## src/hdl/cst_pkg.sv

```systemverilog
// cst_pkg: shared types and codes of the counting semaphore table unit
// operation codes, status codes and the command word passed front to back
// no dependencies
package cst_pkg;

	localparam logic [1:0] OP_CREATE  = 2'd0;
	localparam logic [1:0] OP_DESTROY = 2'd1;
	localparam logic [1:0] OP_DOWN    = 2'd2;
	localparam logic [1:0] OP_UP      = 2'd3;

	localparam logic [2:0] ST_OK         = 3'd0;
	localparam logic [2:0] ST_QUEUED     = 3'd1;
	localparam logic [2:0] ST_NOT_IN_USE = 3'd2;
	localparam logic [2:0] ST_QUEUE_FULL = 3'd3;
	localparam logic [2:0] ST_DENIED     = 3'd4;

	localparam int SCAN_W = 16;

	typedef struct packed {
		logic [1:0] op;
		logic [7:0] key;
		logic [7:0] pid;
		logic [7:0] start_count;
		logic       key_ok;
	} cmd_t;

	typedef struct packed {
		logic valid;
		cmd_t cmd;
	} cmd_head_t;

endpackage

```

## src/hdl/cst_if.sv

```systemverilog
// cst_req_if, cst_rsp_if: valid/ready channels for requests and results
// no dependencies
interface cst_req_if;
	logic       valid;
	logic       ready;
	logic [1:0] op;
	logic [7:0] key;
	logic [7:0] pid;
	logic [7:0] start_count;
	modport source (output valid, op, key, pid, start_count, input ready);
	modport sink (input valid, op, key, pid, start_count, output ready);
endinterface


```

## src/hdl/cst_front.sv

```systemverilog
// cst_front: accepts requests, checks the key range, holds a two-entry queue
// depends on cst_pkg and cst_req_if
module cst_front #(
	parameter int NUM_SEMAPHORES = 256
) (
	input  logic              clk,
	input  logic              arst_n,
	cst_req_if.sink           req,
	output cst_pkg::cmd_head_t head,
	input  logic              pop
);

	cst_pkg::cmd_t ent_q [2];
	logic       wr_q;
	logic       rd_q;
	logic [1:0] cnt_q;
	logic       push;
	cst_pkg::cmd_t in_cmd;

	assign req.ready = (cnt_q != 2'd2);
	assign push = req.valid && req.ready;

	always_comb begin
		in_cmd.op = req.op;
		in_cmd.key = req.key;
		in_cmd.pid = req.pid;
		in_cmd.start_count = req.start_count;
		in_cmd.key_ok = (req.key != 8'd0) && ({1'b0, req.key} < 9'(NUM_SEMAPHORES));
	end

	assign head.valid = (cnt_q != 2'd0);
	assign head.cmd = ent_q[rd_q];

	always_ff @(posedge clk) begin
		if (push) begin
			ent_q[wr_q] <= in_cmd;
		end
	end

	always_ff @(posedge clk or negedge arst_n) begin
		if (!arst_n) begin
			wr_q <= 1'b0;
			rd_q <= 1'b0;
			cnt_q <= 2'd0;
		end else begin
			if (push) begin
				wr_q <= ~wr_q;
			end
			if (pop) begin
				rd_q <= ~rd_q;
			end
			if (push && !pop) begin
				cnt_q <= cnt_q + 2'd1;
			end else if (pop && !push) begin
				cnt_q <= cnt_q - 2'd1;
			end
		end
	end

endmodule

```

## src/flat_wrapper.sv

```systemverilog
// flat-port wrapper written by rule: the top's interface ports become plain ports
module cst_front_flat 
#(
	parameter int NUM_SEMAPHORES = 256
)
  (clk, arst_n, head, pop, req_valid, req_op, req_key, req_pid, req_start_count, req_ready);
  cst_req_if req_i ();
  input  logic clk;
  input  logic arst_n;
  output cst_pkg::cmd_head_t head;
  input  logic pop;
  input wire logic [$bits(req_i.valid)-1:0] req_valid;
  input wire logic [$bits(req_i.op)-1:0] req_op;
  input wire logic [$bits(req_i.key)-1:0] req_key;
  input wire logic [$bits(req_i.pid)-1:0] req_pid;
  input wire logic [$bits(req_i.start_count)-1:0] req_start_count;
  output wire logic [$bits(req_i.ready)-1:0] req_ready;
  assign req_i.valid = req_valid;
  assign req_i.op = req_op;
  assign req_i.key = req_key;
  assign req_i.pid = req_pid;
  assign req_i.start_count = req_start_count;
  assign req_ready = req_i.ready;
  cst_front #(.NUM_SEMAPHORES(NUM_SEMAPHORES)) u_core (.clk(clk), .arst_n(arst_n), .req(req_i), .head(head), .pop(pop));
endmodule
```

## config.mk

```make
export PLATFORM = sky130hd
export DESIGN_NAME = cst_front_flat
export DESIGN_NICKNAME = d
export VERILOG_FILES = /design/src/hdl/cst_pkg.sv /design/src/hdl/cst_if.sv /design/src/hdl/cst_front.sv /design/src/flat_wrapper.sv
export SDC_FILE = /design/constraint.sdc
export NUM_CORES = 1
export LEC_CHECK = 0
export ABC_AREA = 1
export BUFFER_PORTS_ARGS = -buffer_cell sky130_fd_sc_hd__buf_2
export CORE_MARGIN = 4
export CORE_UTILIZATION = 45
export CTS_CLUSTER_SIZE = 14
export DETAILED_ROUTE_END_ITERATION = 8
export PLACE_DENSITY = 0.82
export SLEW_MARGIN = 25
export SYNTH_ARGS = -nofsm -noshare
export SYNTH_HDL_FRONTEND = slang
export SYNTH_SLANG_ARGS = --single-unit
```

## constraint.sdc

```tcl
create_clock -name clk -period 2.85 [get_ports clk]
set_input_delay 0.7125 -clock clk [delete_from_list [all_inputs] [get_ports clk]]
set_output_delay 0.7125 -clock clk [all_outputs]
set_load 0.1 [all_outputs]
```

==> impl_metrics.py <==
metrics = {
    "logic_synthesis": {
        "synth-seq-area-share_pct": 75.5,
        "synth-async-reset-ratio_pct": 6.90,
        "avgSynthCellArea_um2": 19.8,
        "synthCells": 115,
        "synth.distinct_cells": 14,
        "ys.flop_type": "edfxtp_1",
        "synth_common_cells": "edfxtp_1, mux2_4, mux2_2",
        "ys_ff_latch": 58,
        "synth_warnings": 0,
        "synth_nets": 146,
        "netlist.area_leader.share_pct": 71.1,
        "yosys-top-cells-area": "edfxtp_1, mux2_4, dfrtp_1",
        "yosysMostFrequentCell": "edfxtp_1",
        "synth_largest_area_cell": "edfxtp_1",
        "synth_area_um2": 2280,
        "synth-edff-count": 54,
    },
    "job": {
        "maxCapViolCount": 0,
    },
    "setup_path": {
        "crit_arrival_ns": 1.52,
        "crit_path_start_kind": "flip-flop",
        "critPathMaxFanout": 16,
        "end_kind": "output pin",
        "reg2reg_depth": 9,
        "worst-setup-path-type": "reg -> out",
        "cp.required_ns": 2.14,
    },
    "final_layout": {
        "post_route_cells_drive_above_1_share_pct": 55.7,
        "synthToLayoutAreaGrowth_pct": 42.2,
        "nNetsFinal": 218,
        "diodes": 0,
    },
    "floorplanning": {
        "ios": 59,
        "core-area_um2": 4820,
        "dieArea_um2": 6270,
        "die_x_um": 79.2,
        "std_cell_rows": 25,
        "start_util_pct": 47.3,
        "dieHeight_um": 79.2,
    },
    "global_routing": {
        "grt.total_usage_pct": 13.7,
        "globalRoute.totalOverflow": 0,
        "grt_antenna_before_repair": 0,
        "grt_pass1_wl_um": 6170,
        "grt_max_degree": 17,
        "grt_pass1_vias": 1283,
    },
    "sta": {
        "clock_skew_ns": 0.00461,
        "slew_violations": 0,
        "setup_viol": 0,
        "timing.fmax_mhz": 448,
        "hold_viol_final": 0,
        "rsz0062_at_grt": "false",
        "fin_tns_setup_ns": 0,
        "period_share_pct": 78.2,
        "worst_pin_slew_ns": 0.488,
        "slew_headroom_pct": 67.7,
        "fin_crit_ns": 2.23,
    },
    "placement": {
        "io_buffers": 58,
        "place.detailed.hpwl_um": 2760,
        "place.gp.congestion": 0.721,
    },
    "detailed_routing": {
        "vias": 1193,
        "drt_first_pass_iters": 3,
        "finalWirelength_um": 3840,
        "ant_nets": 0,
        "via_per_inst": 4.61,
        "drt_iter0_markers": 50,
        "wl_per_cell_um": 14.8,
        "drc": 0,
    },
    "cts": {
        "cts_sinks": 58,
        "tritoncts": "done",
        "clk_pin_slew_ns": 0.06,
        "worst_skew_pair.late_latency_ns": 0.32,
        "cts_hold_buffers": 0,
        "cts_resized": 0,
        "postCtsSetupRepairBufs": 0,
        "numCtsBuffers": 9,
        "htreeDepth": 3,
        "cts-root-buf": "clkbuf_8",
        "cts_max_path_buffers": 2,
    },
    "hold_path": {
        "hold_path_class": "in -> async",
    },
    "status": {
        "outcome": "finished, final reports clean",
    },
}
## critical path, stage by stage (launching register included)
cell	delay, ns
dfrtp_1	0.34
buf_4	0.28
mux2_2	0.40
buf_12	0.17
## cell type report
| cell class | count | area, µm² |
|---|---|---|
| Inverter | 7 | 26.3 |
| Clock buffer | 14 | 173 |
| Fill cell | 344 | 1580 |
| Multi-Input combinational cell | 47 | 485 |
| Clock inverter | 2 | 10.0 |
| Timing Repair Buffer | 64 | 741 |
| Sequential cell | 58 | 1720 |
| Tap cell | 67 | 83.8 |
## sequential cells by signal (all words and copies together) (netlist names)
signal,count
u_core.ent_q,54
u_core.wr_q,1
u_core.rd_q,1
u_core.cnt_q,2
## path summary, 6_finish.rpt
check	start	endpoint	slack [ns]
max	u_core.rd_q	head[24]	0.62
min	arst_n	u_core.cnt_q[1]	0.19
max reg2reg	u_core.cnt_q[0]	u_core.cnt_q[1]	1.37
min reg2reg	u_core.cnt_q[0]	u_core.cnt_q[0]	0.51
max in group asynchronous	arst_n	u_core.rd_q	2.54
min in group clk	u_core.cnt_q[0]	u_core.cnt_q[0]	0.51
## metal layers
| layer | GRT usage [%] | vias to the layer above | part of all wire [%] |
|---|---|---|---|
| met2 | 23.3 | 46 | 51 |
| met5 | 0 | - | 0 |
| met3 | 6.58 | 4 | 9.7 |
| met1 | 14.6 | 566 | 38 |
| li1 | - | 577 | - |
| met4 | 5.15 | 0 | 0.99 |
## through the flow
step	hold slack [ns]	instance area (µm²)	util, %	std cells	setup WS (ns)
floorplan	0.417	2280	-	115	-0.113
global placement	0.480	3060	63.5	243	0.959
detailed placement	0.489	3060	63.5	243	0.940
CTS	0.170	3240	67.3	259	0.582
global route	0.174	3240	67.3	259	0.535
finish	0.190	3240	67.3	259	0.620
## cells in the final DEF, fill, tap and decap left out
cell / n
edfxtp_1: 54
buf_2: 31
buf_12: 27
mux2_4: 19
clkbuf_8: 12
mux2_2: 8
inv_1: 7
nand2_1: 7
buf_4: 6
nor2_1: 4
dfrtp_1: 4
nor2_2: 2
nand4_1: 2
xor2_1: 2
clkbuf_1: 2
clkinv_2: 2
xnor2_1: 1
nand3_1: 1
ha_1: 1
## logic make-up (layout without fill, tap and decap cells)
group / Yosys count / after routing / synth area share (%)
flops: 58 / 58 / 75.5
fa+ha+maj: 1 / 1 / 0.549
xor+xnor: 3 / 3 / 1.15
simple gates: 16 / 16 / 2.91
buf+inv: 10 / 87 / 3.40
mux: 27 / 27 / 16.5
Power is left out: the tool's default activity adds up to more than one toggle a clock period on the data nets, which glitch-free logic cannot reach.
